### config.mk
export PLATFORM = sky130hd
export DESIGN_NAME = task_priority_queue_unit
export DESIGN_NICKNAME = d
export VERILOG_FILES = /design/src/rtl/core/tpq_pkg.sv /design/src/rtl/core/tpq_datapath.sv /design/src/rtl/core/tpq_ctrl.sv /design/src/rtl/core/task_priority_queue_unit.sv
export SDC_FILE = /design/constraint.sdc
export NUM_CORES = 1
export LEC_CHECK = 0
export ABC_AREA = 1
export BUFFER_PORTS_ARGS = -buffer_cell sky130_fd_sc_hd__buf_2
export CORE_MARGIN = 4
export CORE_UTILIZATION = 49
export DETAILED_ROUTE_END_ITERATION = 8
export PLACE_DENSITY_LB_ADDON = 0.15
export SLEW_MARGIN = 20
export SYNTH_ARGS = -nofsm -noshare
export SYNTH_HDL_FRONTEND = slang
export SYNTH_SLANG_ARGS = --single-unit
### constraint.sdc
create_clock -name clk -period 3.5 [get_ports clk]
set_clock_uncertainty 0.1 [all_clocks]
set_input_delay 0.175 -clock clk [delete_from_list [all_inputs] [get_ports clk]]
set_output_delay 0.175 -clock clk [all_outputs]
set_load 0.05 [all_outputs]
### src/rtl/core/tpq_pkg.sv
// Shared types, constants and codes for the task priority queue.
`timescale 1ns / 1ps
package tpq_pkg;

  localparam int QUEUE_DEPTH_DEF = 16;
  localparam int ID_BITS_DEF     = 8;
  localparam int KEY_BITS_DEF    = 8;

  localparam int CFG_BITS    = 5;
  localparam int STATUS_BITS = 2;

  localparam logic [CFG_BITS-1:0] CAP_RESET = 5'd16;

  localparam logic FUNC_INSERT = 1'b0;
  localparam logic FUNC_REMOVE = 1'b1;

  typedef enum logic [STATUS_BITS-1:0] {
    ST_DONE      = 2'd0,
    ST_FULL      = 2'd1,
    ST_NOT_FOUND = 2'd2
  } status_t;

  typedef enum logic [1:0] {
    S_IDLE,
    S_SCAN,
    S_PLACE,
    S_RESULT
  } state_t;

  // Write address / data selection for the entry store
  typedef enum logic [1:0] {
    WR_SHIFT_UP,   // slot idx+1 <= slot idx
    WR_SHIFT_DN,   // slot idx-1 <= slot idx
    WR_NEW_NEXT,   // slot idx+1 <= new entry
    WR_NEW_ZERO    // slot 0     <= new entry
  } wr_sel_t;

  typedef struct packed {
    logic    latch;
    logic    idx_inc;
    logic    idx_dec;
    logic    wr_en;
    wr_sel_t wr_sel;
    logic    cnt_inc;
    logic    cnt_dec;
    logic    set_found;
    logic    st_load;
    status_t st_code;
  } dp_cmd_t;

  typedef struct packed {
    logic is_remove;
    logic cnt_zero;
    logic full;
    logic idx_zero;
    logic idx_last;
    logic key_gt;
    logic id_match;
    logic found;
  } dp_stat_t;

endpackage

### src/rtl/core/tpq_datapath.sv
// Entry store, count, capacity register and result registers.
`timescale 1ns / 1ps
module tpq_datapath #(
  parameter int QUEUE_DEPTH = tpq_pkg::QUEUE_DEPTH_DEF,
  parameter int ID_BITS     = tpq_pkg::ID_BITS_DEF,
  parameter int KEY_BITS    = tpq_pkg::KEY_BITS_DEF,
  localparam int IDX_BITS   = $clog2(QUEUE_DEPTH),
  localparam int CNT_BITS   = $clog2(QUEUE_DEPTH + 1)
) (
  input  logic                           clk,
  input  logic                           rst_n,
  input  tpq_pkg::dp_cmd_t               cmd,
  output tpq_pkg::dp_stat_t              stat,
  input  logic                           in_func,
  input  logic [ID_BITS-1:0]             in_task_id,
  input  logic [KEY_BITS-1:0]            in_priority_req,
  input  logic                           cfg_wr_en,
  input  logic [tpq_pkg::CFG_BITS-1:0]   cfg_wr_data,
  output logic [tpq_pkg::STATUS_BITS-1:0] out_status,
  output logic                           out_head_valid,
  output logic [ID_BITS-1:0]             out_head_task_id,
  output logic [CNT_BITS-1:0]            out_entry_count
);

  localparam int CMP_BITS = (CNT_BITS > tpq_pkg::CFG_BITS) ? CNT_BITS : tpq_pkg::CFG_BITS;

  logic [ID_BITS-1:0]  slot_id_r  [QUEUE_DEPTH];
  logic [KEY_BITS-1:0] slot_key_r [QUEUE_DEPTH];

  logic [ID_BITS-1:0]          rd_id_r;
  logic [KEY_BITS-1:0]         rd_key_r;
  logic                        func_r;
  logic [ID_BITS-1:0]          id_r;
  logic [KEY_BITS-1:0]         key_r;
  logic [IDX_BITS-1:0]         idx_r, idx_nxt;
  logic [CNT_BITS-1:0]         count_r, count_nxt;
  logic [tpq_pkg::CFG_BITS-1:0] cap_r;
  logic                        found_r;
  tpq_pkg::status_t            status_r;
  logic [ID_BITS-1:0]          head_r;

  logic [CNT_BITS-1:0] cnt_m1;
  logic [IDX_BITS-1:0] wr_addr;
  logic [ID_BITS-1:0]  wr_id;
  logic [KEY_BITS-1:0] wr_key;

  assign cnt_m1 = count_r - CNT_BITS'(1);

  always_comb begin
    idx_nxt = idx_r;
    if (cmd.latch) begin
      idx_nxt = (in_func == tpq_pkg::FUNC_INSERT) ? cnt_m1[IDX_BITS-1:0] : '0;
    end else if (cmd.idx_dec) begin
      idx_nxt = idx_r - IDX_BITS'(1);
    end else if (cmd.idx_inc) begin
      idx_nxt = idx_r + IDX_BITS'(1);
    end
  end

  always_comb begin
    count_nxt = count_r;
    if (cmd.cnt_inc) begin
      count_nxt = count_r + CNT_BITS'(1);
    end else if (cmd.cnt_dec) begin
      count_nxt = cnt_m1;
    end
  end

  always_comb begin
    wr_addr = idx_r + IDX_BITS'(1);
    wr_id   = rd_id_r;
    wr_key  = rd_key_r;
    case (cmd.wr_sel)
      tpq_pkg::WR_SHIFT_UP: begin
        wr_addr = idx_r + IDX_BITS'(1);
      end
      tpq_pkg::WR_SHIFT_DN: begin
        wr_addr = idx_r - IDX_BITS'(1);
      end
      tpq_pkg::WR_NEW_NEXT: begin
        wr_addr = idx_r + IDX_BITS'(1);
        wr_id   = id_r;
        wr_key  = key_r;
      end
      tpq_pkg::WR_NEW_ZERO: begin
        wr_addr = '0;
        wr_id   = id_r;
        wr_key  = key_r;
      end
      default: begin
        wr_addr = idx_r + IDX_BITS'(1);
      end
    endcase
  end

  // Entry store: one write, one registered read at the next scan index
  always_ff @(posedge clk) begin
    if (cmd.wr_en) begin
      slot_id_r[wr_addr]  <= wr_id;
      slot_key_r[wr_addr] <= wr_key;
    end
    rd_id_r  <= slot_id_r[idx_nxt];
    rd_key_r <= slot_key_r[idx_nxt];
  end

  always_ff @(posedge clk) begin
    idx_r <= idx_nxt;
    if (cmd.latch) begin
      func_r <= in_func;
      id_r   <= in_task_id;
      key_r  <= in_priority_req;
    end
    if (cmd.wr_en && (wr_addr == '0)) begin
      head_r <= wr_id;
    end
  end

  always_ff @(posedge clk) begin
    if (!rst_n) begin
      count_r  <= '0;
      cap_r    <= tpq_pkg::CAP_RESET;
      found_r  <= 1'b0;
      status_r <= tpq_pkg::ST_DONE;
    end else begin
      count_r <= count_nxt;
      if (cfg_wr_en) begin
        cap_r <= cfg_wr_data;
      end
      if (cmd.latch) begin
        found_r <= 1'b0;
      end else if (cmd.set_found) begin
        found_r <= 1'b1;
      end
      if (cmd.st_load) begin
        status_r <= cmd.st_code;
      end
    end
  end

  always_comb begin
    stat.is_remove = (func_r == tpq_pkg::FUNC_REMOVE);
    stat.cnt_zero  = (count_r == '0);
    stat.full      = (CMP_BITS'(count_r) >= CMP_BITS'(cap_r)) ||
                     (count_r >= CNT_BITS'(QUEUE_DEPTH));
    stat.idx_zero  = (idx_r == '0);
    stat.idx_last  = (CNT_BITS'(idx_r) == cnt_m1);
    stat.key_gt    = (rd_key_r > key_r);
    stat.id_match  = (rd_id_r == id_r);
    stat.found     = found_r;
  end

  assign out_status       = status_r;
  assign out_head_valid   = (count_r != '0);
  assign out_head_task_id = (count_r != '0) ? head_r : '0;
  assign out_entry_count  = count_r;

endmodule

### src/rtl/core/tpq_ctrl.sv
// Controller state machine: sequences the scan (with shift), place and result phases.
`timescale 1ns / 1ps
module tpq_ctrl (
  input  logic              clk,
  input  logic              rst_n,
  input  logic              start,
  input  tpq_pkg::dp_stat_t stat,
  output tpq_pkg::dp_cmd_t  cmd,
  output logic              busy,
  output logic              out_valid
);

  tpq_pkg::state_t state_r, state_nxt;

  always_ff @(posedge clk) begin
    if (!rst_n) begin
      state_r <= tpq_pkg::S_IDLE;
    end else begin
      state_r <= state_nxt;
    end
  end

  always_comb begin
    state_nxt = state_r;
    case (state_r)
      tpq_pkg::S_IDLE: begin
        if (start) begin
          state_nxt = tpq_pkg::S_SCAN;
        end
      end
      tpq_pkg::S_SCAN: begin
        if (stat.is_remove) begin
          if (stat.cnt_zero || stat.idx_last) begin
            state_nxt = tpq_pkg::S_RESULT;
          end
        end else if (stat.full || stat.cnt_zero || !stat.key_gt) begin
          state_nxt = tpq_pkg::S_RESULT;
        end else if (stat.idx_zero) begin
          state_nxt = tpq_pkg::S_PLACE;
        end
      end
      tpq_pkg::S_PLACE:  state_nxt = tpq_pkg::S_RESULT;
      tpq_pkg::S_RESULT: state_nxt = tpq_pkg::S_IDLE;
      default:           state_nxt = tpq_pkg::S_IDLE;
    endcase
  end

  always_comb begin
    cmd       = '0;
    busy      = (state_r != tpq_pkg::S_IDLE);
    out_valid = (state_r == tpq_pkg::S_RESULT);
    case (state_r)
      tpq_pkg::S_IDLE: begin
        cmd.latch = start;
      end
      tpq_pkg::S_SCAN: begin
        if (stat.is_remove) begin
          if (stat.cnt_zero) begin
            cmd.st_load = 1'b1;
            cmd.st_code = tpq_pkg::ST_NOT_FOUND;
          end else begin
            // once found, every later slot moves down one
            if (stat.found) begin
              cmd.wr_en  = 1'b1;
              cmd.wr_sel = tpq_pkg::WR_SHIFT_DN;
            end
            cmd.set_found = !stat.found && stat.id_match;
            if (stat.idx_last) begin
              cmd.st_load = 1'b1;
              if (stat.found || stat.id_match) begin
                cmd.cnt_dec = 1'b1;
                cmd.st_code = tpq_pkg::ST_DONE;
              end else begin
                cmd.st_code = tpq_pkg::ST_NOT_FOUND;
              end
            end else begin
              cmd.idx_inc = 1'b1;
            end
          end
        end else if (stat.full) begin
          cmd.st_load = 1'b1;
          cmd.st_code = tpq_pkg::ST_FULL;
        end else if (stat.cnt_zero) begin
          cmd.wr_en   = 1'b1;
          cmd.wr_sel  = tpq_pkg::WR_NEW_ZERO;
          cmd.cnt_inc = 1'b1;
          cmd.st_load = 1'b1;
          cmd.st_code = tpq_pkg::ST_DONE;
        end else if (stat.key_gt) begin
          cmd.wr_en   = 1'b1;
          cmd.wr_sel  = tpq_pkg::WR_SHIFT_UP;
          cmd.idx_dec = !stat.idx_zero;
        end else begin
          cmd.wr_en   = 1'b1;
          cmd.wr_sel  = tpq_pkg::WR_NEW_NEXT;
          cmd.cnt_inc = 1'b1;
          cmd.st_load = 1'b1;
          cmd.st_code = tpq_pkg::ST_DONE;
        end
      end
      tpq_pkg::S_PLACE: begin
        cmd.wr_en   = 1'b1;
        cmd.wr_sel  = tpq_pkg::WR_NEW_ZERO;
        cmd.cnt_inc = 1'b1;
        cmd.st_load = 1'b1;
        cmd.st_code = tpq_pkg::ST_DONE;
      end
      tpq_pkg::S_RESULT: begin
        cmd = '0;
      end
      default: begin
        cmd = '0;
      end
    endcase
  end

endmodule

### src/rtl/core/task_priority_queue_unit.sv
// Top level of the task priority queue: controller plus datapath.
//
//  channel  | handshake                   | payload
//  ---------+-----------------------------+------------------------------------------
//  input    | start / busy                | in_func, in_task_id, in_priority_req
//  result   | out_valid (one-cycle strobe)| out_status, out_head_valid,
//           |                             | out_head_task_id, out_entry_count
//  config   | cfg_wr_en                   | cfg_wr_data (capacity limit)
//
// A transfer on the input happens when start is high and busy is low. The entry
// store has one registered read port, so the scan walks one slot per cycle:
// an insert walks from the tail toward the head while it shifts larger keys up,
// a remove walks from the head to the tail and closes the gap behind the match.
// A refused insert, an insert into an empty queue and a remove on an empty queue
// go straight from the scan state to the result state. An insert otherwise scans
// past each slot with a larger key and stops at a smaller or equal key, or goes
// to S_PLACE at the head; a remove scans every entry. busy stays high until the
// cycle after the strobe. Reset (rst_n low, synchronous) empties the queue and
// sets the capacity limit to 16. The result receiver cannot stall the block.
`timescale 1ns / 1ps
module task_priority_queue_unit #(
  parameter int QUEUE_DEPTH = tpq_pkg::QUEUE_DEPTH_DEF,
  parameter int ID_BITS     = tpq_pkg::ID_BITS_DEF,
  parameter int KEY_BITS    = tpq_pkg::KEY_BITS_DEF,
  localparam int CNT_BITS   = $clog2(QUEUE_DEPTH + 1)
) (
  input  logic                            clk,
  input  logic                            rst_n,
  // input transfer
  input  logic                            start,
  output logic                            busy,
  input  logic                            in_func,
  input  logic [ID_BITS-1:0]              in_task_id,
  input  logic [KEY_BITS-1:0]             in_priority_req,
  // configuration write
  input  logic                            cfg_wr_en,
  input  logic [tpq_pkg::CFG_BITS-1:0]    cfg_wr_data,
  // result transfer
  output logic                            out_valid,
  output logic [tpq_pkg::STATUS_BITS-1:0] out_status,
  output logic                            out_head_valid,
  output logic [ID_BITS-1:0]              out_head_task_id,
  output logic [CNT_BITS-1:0]             out_entry_count
);

  tpq_pkg::dp_cmd_t  cmd;
  tpq_pkg::dp_stat_t stat;

  // Sequencer: decides shift, place and finish from datapath flags.
  tpq_ctrl u_ctrl (
    .clk       (clk),
    .rst_n     (rst_n),
    .start     (start),
    .stat      (stat),
    .cmd       (cmd),
    .busy      (busy),
    .out_valid (out_valid)
  );

  // Entry store, scan index, count, capacity and result fields.
  tpq_datapath #(
    .QUEUE_DEPTH (QUEUE_DEPTH),
    .ID_BITS     (ID_BITS),
    .KEY_BITS    (KEY_BITS)
  ) u_datapath (
    .clk              (clk),
    .rst_n            (rst_n),
    .cmd              (cmd),
    .stat             (stat),
    .in_func          (in_func),
    .in_task_id       (in_task_id),
    .in_priority_req  (in_priority_req),
    .cfg_wr_en        (cfg_wr_en),
    .cfg_wr_data      (cfg_wr_data),
    .out_status       (out_status),
    .out_head_valid   (out_head_valid),
    .out_head_task_id (out_head_task_id),
    .out_entry_count  (out_entry_count)
  );

endmodule
==> impl_metrics.env, run 1 <==
export IMPL_synth_distinct_cells=36
export IMPL_viasPerCell=5.31
export IMPL_busiest_layer="met2"
export IMPL_grt_pass1_wl_microns=57400
export IMPL_antenna_found_initial=0
export IMPL_track_usage=0.234
export IMPL_cp_startpoint="u_datapath.out_entry_count[0]"
export IMPL_cts_root_buffer="clkbuf_16"
export IMPL_cp_start_kind="flip-flop"
export IMPL_areaGrowthSynthToFinish_pct=18.9
export IMPL_worstSetupPathType="flip-flop to flip-flop"
export IMPL_fill_cells=2434
export IMPL_yosys_register_bits=308
export IMPL_numPortBuffers=43
export IMPL_clk_latency_ns=0.51
export IMPL_synthArstFlopShare=0
export IMPL_syn_num_nets=1490
export IMPL_ir_drop_mv=0.473
export IMPL_slowest_stage="dfxtp_2"
export IMPL_synth_cells=1442
export IMPL_wl_microns=38100
export IMPL_start_util=0.499
export IMPL_post_route_min_period_ns=3.24
export IMPL_yosysMostFrequentCell="nand3_1"
export IMPL_finalHoldViolCount=0
export IMPL_final_util=0.593
export IMPL_slew_limit_headroom=0.560
export IMPL_synth_edff_count=273
export IMPL_synth_seq_area_share=0.620
export IMPL_drc=0
export IMPL_power_leakage_nw=7.40
export IMPL_die_x_microns=179
export IMPL_rows=62
export IMPL_yosysTopAreaCell="edfxtp_1"
export IMPL_use_met3=0.0439
export IMPL_wl_per_cell_microns=19.3
export IMPL_grtUsageMet2=0.382
export IMPL_drt_initial_drc_count=969
export IMPL_drv_cap=0
export IMPL_r2r_end="u_datapath.rd_id_r[2]"
export IMPL_crit_chain="inv_2 > buf_4 > ha_1 > nand3_2 > buf_6 > nand2_1 > nor2_1 > nand3_2 > nand2_4 > nand2_1 > nand2_1 > nand2_1 > nand2_1 > nand2_4 > nand2_4 > buf_16 > nand2_1 > nand3_1 > nand3_1 > nand3_1 > nand2_1"
export IMPL_path_max_fanout=33
export IMPL_fin_tns_setup_ns=0
export IMPL_critPathCapture="u_datapath.rd_id_r[2]"
export IMPL_die_y_microns=179
export IMPL_rsz0062_at_grt="false"
export IMPL_ant_nets=0
export IMPL_io_pin_count=44
export IMPL_path_common_cell="nand2_1"
export IMPL_first_pass_iters=5
export IMPL_cp_arrival_ns=3.53
export IMPL_slew_violations=0
export IMPL_core_sq_um=28800
export IMPL_clock_path_buffers=3
export IMPL_drive_gt1_frac=0.134
export IMPL_r2r_slack_ns=0.26
export IMPL_dp_hpwl_microns=23200
export IMPL_fin_crit_sh=0.925
export IMPL_cp_top_family="simple AND/OR/NAND/NOR gates"
export IMPL_finalSetupViolCount=0
export IMPL_hold_ws_ns=0.0246
export IMPL_synth_area_sq_um=14300
export IMPL_synth_common_cells="nand3_1, inv_1, edfxtp_1, nand2_1, nand3b_1"
export IMPL_vias=10500
export IMPL_overflow=0
export IMPL_grt_start_max_net_pins=67
export IMPL_synth_top_cell_area_share=0.571
export IMPL_diodes=0
export IMPL_h_tree_depth=2
export IMPL_cts_sinks=308
export IMPL_r2r_start="u_datapath.out_entry_count[0]"
export IMPL_syn_avg_cell_area_sq_um=9.95
export IMPL_fp_dieArea_sq_um=32100
export IMPL_hold_path_depth=4
export IMPL_p_per_area_nw_per_um2=983
export IMPL_nNetsFinal=1613
export IMPL_synth_top_flop_cell="edfxtp_1"
export IMPL_gp_congestion=0.856
export IMPL_synth_warnings=0
export IMPL_synth_area_top_cells="edfxtp_1, nand3_1, inv_1, nand2_1, dfxtp_1"
export IMPL_path_buf_inv=4
export IMPL_status="completed"
export IMPL_endpoint_kind="flip-flop"
export IMPL_grt_pass1_vias=10000
export IMPL_slowest_delay_ns=0.33
export IMPL_r2r_cells=21
export IMPL_fmax_ghz=0.309
export IMPL_numCtsBuffers=35
export IMPL_tritoncts="done"
export IMPL_crit_required_ns=3.79
export IMPL_clk_pin_slew_ns=0.06
export IMPL_hp_class="input port to flip-flop"
export IMPL_path_depth=21
export IMPL_worstMarginPinSlew_ns=0.659
export IMPL_met1_usage=0.329
==> cells by family after synthesis <==
logic type	share of synthesized area
buf+inv	0.0988
xor+xnor	0.00907
flops	0.620
fa+ha+maj	0.0192
compound gates	0.0228
simple gates	0.230
==> sequential cells by signal, summed over array words and instances, names as in the netlist, 5 cells and up <==
register and count:
u_datapath.rd_key_r 8, u_datapath.head_r 7, u_datapath.out_entry_count 5, u_datapath.rd_id_r 8, u_datapath.slot_key_r 128, u_datapath.id_r 8, u_datapath.key_r 8, u_datapath.cap_r 5
u_datapath.slot_id_r 121
==> how the worst min path moves through the flow <==
stage	start	end	slack, ns
detailed placement	in_priority_req[6]	u_datapath.key_r[6]	0.25
finish	start	u_ctrl.state_r[1]	0.02
global route	start	u_ctrl.state_r[1]	0.06
CTS	start	u_ctrl.state_r[1]	0.02
floorplan	in_func	u_datapath.func_r	0.17
global placement	in_task_id[5]	u_datapath.id_r[5]	0.25
==> timing repair <==
action,4_1_cts,5_1_grt
resized for setup,2,11
setup buffers,0,0
gates cloned,0,3
hold endpoints to repair,27,0
hold buffers,33,0
endpoints found under the setup margin,16,253
==> worst register-to-register path: stages, from the launching register on <==
cell	delay, ns
dfxtp_2	0.33
inv_2	0.04
buf_4	0.15
ha_1	0.28
nand3_2	0.15
buf_6	0.19
nand2_1	0.07
nor2_1	0.11
nand3_2	0.18
nand2_4	0.15
nand2_1	0.06
nand2_1	0.05
nand2_1	0.04
nand2_1	0.10
nand2_4	0.11
nand2_4	0.19
buf_16	0.22
nand2_1	0.11
nand3_1	0.11
nand3_1	0.08
nand3_1	0.19
nand2_1	0.09
==> cell type report <==
cell class              count  area [sq um]  area share
clock buffers              44           910      0.0533
clock inverters            16           118     0.00689
inverters                 278          1040      0.0612
multi-input cells         790          4190       0.246
flip-flops and latches    308          8910       0.522
well taps                 384           480      0.0282
repair buffers            152          1410      0.0827
==> metal layers <==
metal / wire length [microns] / share of wire
met1: 16600 / 0.44
met2: 17800 / 0.47
met3: 3040 / 0.080
met4: 696 / 0.018
met5: 0 / 0
==> through the flow <==
| stage | cells | setup WS (ns) | power (W) | area [sq um] |
|---|---|---|---|---|
| final | 1972 | 0.262 | 0.0168 | 17100 |
| after global routing | 1972 | 0.00195 | 0.0177 | 17100 |
| after CTS | 1969 | 0.0935 | 0.0165 | 16900 |
| after detailed placement | 1876 | -0.0396 | 0.0131 | 15600 |
| after global placement | 1876 | 0.0120 | 0.0130 | 15600 |
| after floorplan | 1442 | 0.0301 | 0.0102 | 14500 |
==> cells in the final DEF (no fill, tap or decap), types with 8 or more instances in the layout <==
| master | count |
|---|---|
| buf_2 | 43 |
| nor2_1 | 17 |
| ha_1 | 22 |
| nand3b_1 | 51 |
| clkbuf_16 | 38 |
| nor2_4 | 10 |
| inv_1 | 274 |
| o21ai_0 | 26 |
| nand3_1 | 326 |
| edfxtp_1 | 273 |
| clkbuf_1 | 9 |
| dlygate4sd3_1 | 33 |
| buf_4 | 51 |
| buf_12 | 16 |
| a21oi_1 | 15 |
| nand2_1 | 259 |
| xor2_1 | 8 |
| dfxtp_1 | 30 |
==> power by group <==
| part | total [W] | internal (W) | switching [W] |
|---|---|---|---|
| clock network | 0.00336 | 0.00192 | 0.00144 |
| registers | 0.00524 | 0.00507 | 0.000170 |
| logic | 0.00816 | 0.00239 | 0.00577 |
| total | 0.0168 | 0.00938 | 0.00738 |
No activity file was read; power rests on OpenSTA's default activity.
==> inputs of run 2 (changes only) <==
--- a/config.mk
+++ b/config.mk
@@ -8,7 +8,7 @@
 export ABC_AREA = 1
 export BUFFER_PORTS_ARGS = -buffer_cell sky130_fd_sc_hd__buf_2
 export CORE_MARGIN = 4
-export CORE_UTILIZATION = 49
+export CORE_UTILIZATION = 62
 export DETAILED_ROUTE_END_ITERATION = 8
 export PLACE_DENSITY_LB_ADDON = 0.15
 export SLEW_MARGIN = 20
==> constraint.sdc (replaced) <==
create_clock -name clk -period 3.2 [get_ports clk]
set_clock_uncertainty 0.1 [all_clocks]
set_input_delay 0.16 -clock clk [delete_from_list [all_inputs] [get_ports clk]]
set_output_delay 0.16 -clock clk [all_outputs]
set_load 0.05 [all_outputs]
==> run 2 against run 1 <==
Effect of this change: clock power is 3% higher; flip-flop and latch count unchanged; maximum frequency up 3.8%; largest power group unchanged; first-iteration DRC count rose by 44%; non-clock buffer count grew 18; power up 13%; worst setup slack worse by 0.18 ns; global-route usage grew 5.7 points.
==> impl_metrics.env, run 2 (synthesis gave the netlist of run 1 again) <==
export IMPL_rows=55
export IMPL_vias=11100
export IMPL_path_common_cell="nand2_1"
export IMPL_cp_start_kind="flip-flop"
export IMPL_status="completed"
export IMPL_track_usage=0.291
export IMPL_tritoncts="done"
export IMPL_post_route_min_period_ns=3.12
export IMPL_cp_top_family="simple AND/OR/NAND/NOR gates"
export IMPL_slowest_stage="dfxtp_4"
export IMPL_slew_limit_headroom=0.521
export IMPL_nNetsFinal=1627
export IMPL_antenna_found_initial=0
export IMPL_cp_arrival_ns=3.30
export IMPL_cts_sinks=308
export IMPL_hp_class="input port to flip-flop"
export IMPL_reg_top3="u_datapath.slot_key_r: 128 flops, u_datapath.slot_id_r: 121 flops"
export IMPL_place_ws_ns=0.0607
export IMPL_fill_cells=1480
export IMPL_grt_start_max_net_pins=76
export IMPL_dp_cells=1783
export IMPL_gp_congestion=0.932
export IMPL_place_area_sq_um=15700
export IMPL_start_util=0.632
export IMPL_p_per_area_nw_per_um2=1090
export IMPL_clock_path_buffers=3
export IMPL_die_y_microns=160
export IMPL_fp_dieArea_sq_um=25600
export IMPL_totalPowerFinal_w=0.0189
export IMPL_largest_reg_flops=128
export IMPL_drive_gt1_frac=0.155
export IMPL_drv_cap=0
export IMPL_wl_microns=40300
export IMPL_timing_final_ws_setup_ns=0.0793
export IMPL_design_area_sq_um=17400
export IMPL_overflow=0
export IMPL_cts_root_buffer="clkbuf_16"
export IMPL_core_sq_um=22700
export IMPL_fmax_ghz=0.320
export IMPL_finalHoldViolCount=0
export IMPL_final_common_cell="nand3_1"
export IMPL_layout_cells_non_filler=1887
export IMPL_route_met3_wl_microns=3970
export IMPL_first_pass_iters=6
export IMPL_grt_pass1_wl_microns=58400
export IMPL_areaGrowthSynthToFinish_pct=20.9
export IMPL_finalSetupViolCount=0
export IMPL_worstSetupPathType="flip-flop to flip-flop"
export IMPL_slowest_delay_ns=0.35
export IMPL_clk_pin_slew_ns=0.07
export IMPL_top_layer_used="met4"
export IMPL_numCtsBuffers=31
export IMPL_rsz0062_at_grt="true"
export IMPL_diodes=0
export IMPL_final_cell_mix="nand3_1, edfxtp_1, inv_1"
export IMPL_ir_drop_mv=0.670
export IMPL_wl_per_cell_microns=21.3
export IMPL_io_pin_count=44
export IMPL_h_tree_depth=1
export IMPL_clk_latency_ns=0.58
export IMPL_slew_violations=0
export IMPL_numPortBuffers=43
export IMPL_seq_area_sq_um=8920
export IMPL_drc=0
export IMPL_path_max_fanout=10
export IMPL_worstMarginPinSlew_ns=0.716
export IMPL_top_register="u_datapath.slot_key_r"
export IMPL_fin_crit_sh=0.975
export IMPL_path_buf_inv=8
export IMPL_grt_pass1_vias=10500
export IMPL_wl_met1_microns=15100
export IMPL_die_x_microns=160
export IMPL_dp_hpwl_microns=23500
export IMPL_crit_required_ns=3.38
export IMPL_power_leakage_nw=7.51
export IMPL_wl_met2_microns=19200
export IMPL_viasPerCell=5.88
export IMPL_ant_nets=0
export IMPL_crit_chain="inv_2 > ha_1 > nand2_1 > inv_1 > nand4_1 > nand3_1 > nor2_2 > inv_1 > nand2_1 > nand3_1 > nand2_1 > nand2_1 > inv_2 > nand2_4 > buf_4 > o21ai_4 > buf_6 > clkinvlp_4 > nor3_4 > buf_12"
export IMPL_drt_initial_drc_count=1392
export IMPL_multi_input_area_sq_um=4340
export IMPL_endpoint_kind="flip-flop"
## run 2: through the flow
stage,setup TNS [ns],hold WS (ns),util
6_report,0,0.194,0.764
5_1_grt,-5.80,0.199,0.764
4_1_cts,0,0.178,0.747
3_5_place_dp,0,0.238,0.690
3_3_place_gp,0,0.237,0.690
2_1_floorplan,0,0.159,-
## run 2: final timing paths
kind | startpoint | end | slack, ns | depth (start not counted)
setup / recovery | u_datapath.out_entry_count[0] | u_datapath.slot_id_r[12][2] | 0.08 | 20
hold / removal | in_priority_req[2] | u_datapath.key_r[2] | 0.19 | 2
setup reg to reg | u_datapath.out_entry_count[0] | u_datapath.slot_id_r[12][2] | 0.08 | 20
hold reg to reg | u_datapath.found_r | u_datapath.found_r | 0.41 | 2
## run 2: where the power goes
group	internal [W]	switching, W
Combinational	0.00300	0.00673
Clock	0.00194	0.00150
Sequential	0.00555	0.000212
Total	0.0105	0.00844
## run 2: worst register-to-register path, stage by stage, from the launching register on
cell and delay, ns:
dfxtp_4 0.35, inv_2 0.05, ha_1 0.29, nand2_1 0.07, inv_1 0.05, nand4_1 0.09
nand3_1 0.12, nor2_2 0.16, inv_1 0.07, nand2_1 0.06, nand3_1 0.07, nand2_1 0.07
nand2_1 0.06, inv_2 0.08, nand2_4 0.07, buf_4 0.15, o21ai_4 0.14, buf_6 0.15
clkinvlp_4 0.15, nor3_4 0.30, buf_12 0.19
## run 2: timing repair
item,4_1_cts,5_1_grt
endpoints found under the setup margin,0,266
hold buffers,34,0
resized for setup,0,34
buffers inserted,0,8
endpoints found under the hold margin,31,0
## run 2: routing by layer
| metal | GRT usage | vias to the layer above |
|---|---|---|
| li1 | - | 5074 |
| met1 | 0.386 | 5258 |
| met2 | 0.484 | 632 |
| met3 | 0.0395 | 123 |
| met4 | 0.129 | 0 |
| met5 | 0 | - |
## run 2: layout make-up
class | count | share of cell area
Inverter | 278 | 0.0606
Clock buffer | 39 | 0.0464
Multi-Input combinational cell | 790 | 0.250
Sequential cell | 308 | 0.514
Clock inverter | 17 | 0.00851
Timing Repair Buffer | 170 | 0.0998
Tap cell | 285 | 0.0206
==> inputs of run 3 (changes only) <==
--- a/config.mk
+++ b/config.mk
@@ -11,6 +11,7 @@
 export CORE_UTILIZATION = 62
 export DETAILED_ROUTE_END_ITERATION = 8
 export PLACE_DENSITY_LB_ADDON = 0.15
+export REMOVE_ABC_BUFFERS = 1
 export SLEW_MARGIN = 20
 export SYNTH_ARGS = -nofsm -noshare
 export SYNTH_HDL_FRONTEND = slang
==> run 3 against run 2 <==
Effect of this change: sequential share of layout area grew 0.30 points; flip-flop and latch count did not move; non-clock buffer count up 4; sequential power about the same.
==> impl_metrics.env, run 3 (synthesis gave the netlist of run 1 again) <==
export IMPL_first_pass_iters=6
export IMPL_rows=55
export IMPL_r2r_start="u_datapath.cap_r[3]"
export IMPL_hp_class="input port to flip-flop"
export IMPL_final_util=0.758
export IMPL_numCtsBuffers=34
export IMPL_grt_start_max_net_pins=84
export IMPL_slowest_delay_ns=0.31
export IMPL_whs_endpoint="u_ctrl.state_r[1]"
export IMPL_top_register="u_datapath.slot_key_r"
export IMPL_worstMarginPinSlew_ns=0.825
export IMPL_die_y_microns=160
export IMPL_cp_top_family="simple AND/OR/NAND/NOR gates"
export IMPL_cp_start_kind="flip-flop"
export IMPL_path_max_fanout=34
export IMPL_cp_arrival_ns=3.33
export IMPL_finalSetupViolCount=0
export IMPL_final_common_cell="nand3_1"
export IMPL_hold_path_depth=4
export IMPL_clk_latency_ns=0.50
export IMPL_fmax_ghz=0.330
export IMPL_r2r_cells=19
export IMPL_fin_tns_setup_ns=0
export IMPL_reg_top3="u_datapath.slot_key_r: 128 flops, u_datapath.slot_id_r: 121 flops"
export IMPL_r2r_slack_ns=0.17
export IMPL_areaGrowthSynthToFinish_pct=20.0
export IMPL_cp_startpoint="u_datapath.cap_r[3]"
export IMPL_endpoint_kind="flip-flop"
export IMPL_antenna_found_initial=0
export IMPL_path_buf_inv=5
export IMPL_cts_sinks=308
export IMPL_gp_congestion=0.889
export IMPL_dp_cells=1786
export IMPL_fin_crit_sh=0.948
export IMPL_finalHoldViolCount=0
export IMPL_wl_microns=37800
export IMPL_p_per_area_nw_per_um2=1080
export IMPL_track_usage=0.284
export IMPL_die_x_microns=160
export IMPL_tritoncts="done"
export IMPL_clk_pin_slew_ns=0.06
export IMPL_r2r_end="u_datapath.rd_id_r[2]"
export IMPL_status="completed"
export IMPL_seqPwrFrac=0.309
export IMPL_diodes=0
export IMPL_ant_nets=0
export IMPL_cts_root_buffer="clkbuf_16"
export IMPL_final_cell_mix="nand3_1, edfxtp_1, inv_1"
export IMPL_p_comb_frac=0.491
export IMPL_ir_drop_mv=0.699
export IMPL_fp_dieArea_sq_um=25600
export IMPL_p_sw_frac=0.430
export IMPL_slew_limit_headroom=0.449
export IMPL_grt_pass1_wl_microns=57200
export IMPL_h_tree_depth=2
export IMPL_numPortBuffers=43
export IMPL_crit_required_ns=3.49
export IMPL_viasPerCell=5.73
export IMPL_drc=0
export IMPL_nNetsFinal=1634
export IMPL_drive_gt1_frac=0.156
export IMPL_slew_violations=0
export IMPL_slowest_stage="dfxtp_1"
export IMPL_largest_reg_flops=128
export IMPL_post_route_min_period_ns=3.03
export IMPL_power_switching_w=0.00802
export IMPL_power_leakage_nw=7.55
export IMPL_drv_cap=0
export IMPL_layout_cells_non_filler=1896
export IMPL_hold_ws_ns=0.0241
export IMPL_vias=10900
export IMPL_io_pin_count=44
export IMPL_totalPowerFinal_w=0.0186
export IMPL_start_util=0.632
export IMPL_wl_per_cell_microns=19.9
export IMPL_core_sq_um=22700
export IMPL_crit_chain="inv_1 > ha_1 > nand2_1 > inv_1 > a21oi_2 > nand3_2 > nor2_4 > buf_4 > nand4_4 > nand2_1 > nand2_1 > nand2_4 > buf_12 > buf_16 > nand3_1 > nand3_1 > nand3_1 > nand3_1 > nand2_1"
export IMPL_overflow=0
export IMPL_clockPowerShare=0.200
export IMPL_p_int_w=0.0106
export IMPL_grt_pass1_vias=10400
export IMPL_clock_path_buffers=3
export IMPL_drt_initial_drc_count=1347
export IMPL_hp_start="start"
export IMPL_dp_hpwl_microns=23400
export IMPL_worstSetupPathType="flip-flop to flip-flop"
run 3: cell types whose count changed in the layout (fill, tap and decap cells not counted), moves of 3 or more:
cell and change:
buf_4 +15, buf_12 -9, nor2_4 -9, nor2_2 +8, dfxtp_4 -5, inv_1 +5, nand2_2 +5, clkinvlp_4 -4
dfxtp_1 +4, nand2_1 -4, inv_2 -3, nor3_2 +3, nor3_4 -3
run 3: how the worst max path moves through the flow:
stage	end	depth (start not counted)	slack (ns)
floorplan	u_datapath.rd_id_r[0]	7	-3.99
global route	u_datapath.slot_id_r[8][6]	18	-0.05
global placement	u_datapath.head_r[2]	18	0.02
detailed placement	u_datapath.head_r[2]	18	-0.05
finish	u_datapath.rd_id_r[2]	19	0.17
CTS	u_datapath.slot_id_r[7][2]	20	0.02
run 3: timing repair:
item,in CTS,in global routing
pin swaps,0,11
setup buffers,0,12
gates cloned,0,4
hold buffers,33,0
resized for setup,2,62
endpoints found under the setup margin,153,320
hold endpoints to repair,27,0
run 3: area by class of cell:
| cell class | instances | area, sq um |
|---|---|---|
| Clock buffer | 47 | 935 |
| Sequential cell | 308 | 8900 |
| Fill cell | 1489 | 5490 |
| Timing Repair Buffer | 174 | 1580 |
| Clock inverter | 14 | 120 |
| Inverter | 278 | 1040 |
| Tap cell | 285 | 357 |
| Multi-Input combinational cell | 790 | 4280 |
run 3: worst reg2reg max path: cells and delay by family (launching register included):
kind,cells,cell delay (ns)
flip-flops,1,0.31
AND/OR/NAND/NOR,12,1.50
adder cells (fa/ha/maj),1,0.29
AO/OA/AOI/OAI,1,0.16
buffers and inverters,5,0.54
run 3: metrics by stage:
stage                     cell area, sq um  setup slack (ns)
after floorplan                      14000             -3.99
after global routing                 17200           -0.0466
after detailed placement             15400           -0.0472
after CTS                            16700            0.0169
after global placement               15400            0.0186
final                                17200             0.167
run 3: power groups by stage:
| stage | Sequential (W) | Clock, W | Combinational, W |
|---|---|---|---|
| CTS | 0.00575 | 0.00374 | 0.00826 |
| global route | 0.00579 | 0.00394 | 0.00991 |
| finish | 0.00575 | 0.00372 | 0.00916 |
| global placement | 0.00582 | 0 | 0.00804 |
| floorplan | 0.00593 | 0 | 0.00474 |
| detailed placement | 0.00583 | 0 | 0.00818 |
run 3: layer usage:
| layer | routed length [microns] | part of all wire | track usage |
|---|---|---|---|
| met1 | 14900 | 0.40 | 0.399 |
| met3 | 3870 | 0.10 | 0.0596 |
| met2 | 18200 | 0.48 | 0.458 |
| met5 | 0 | 0 | 0 |
| met4 | 765 | 0.020 | 0.0731 |
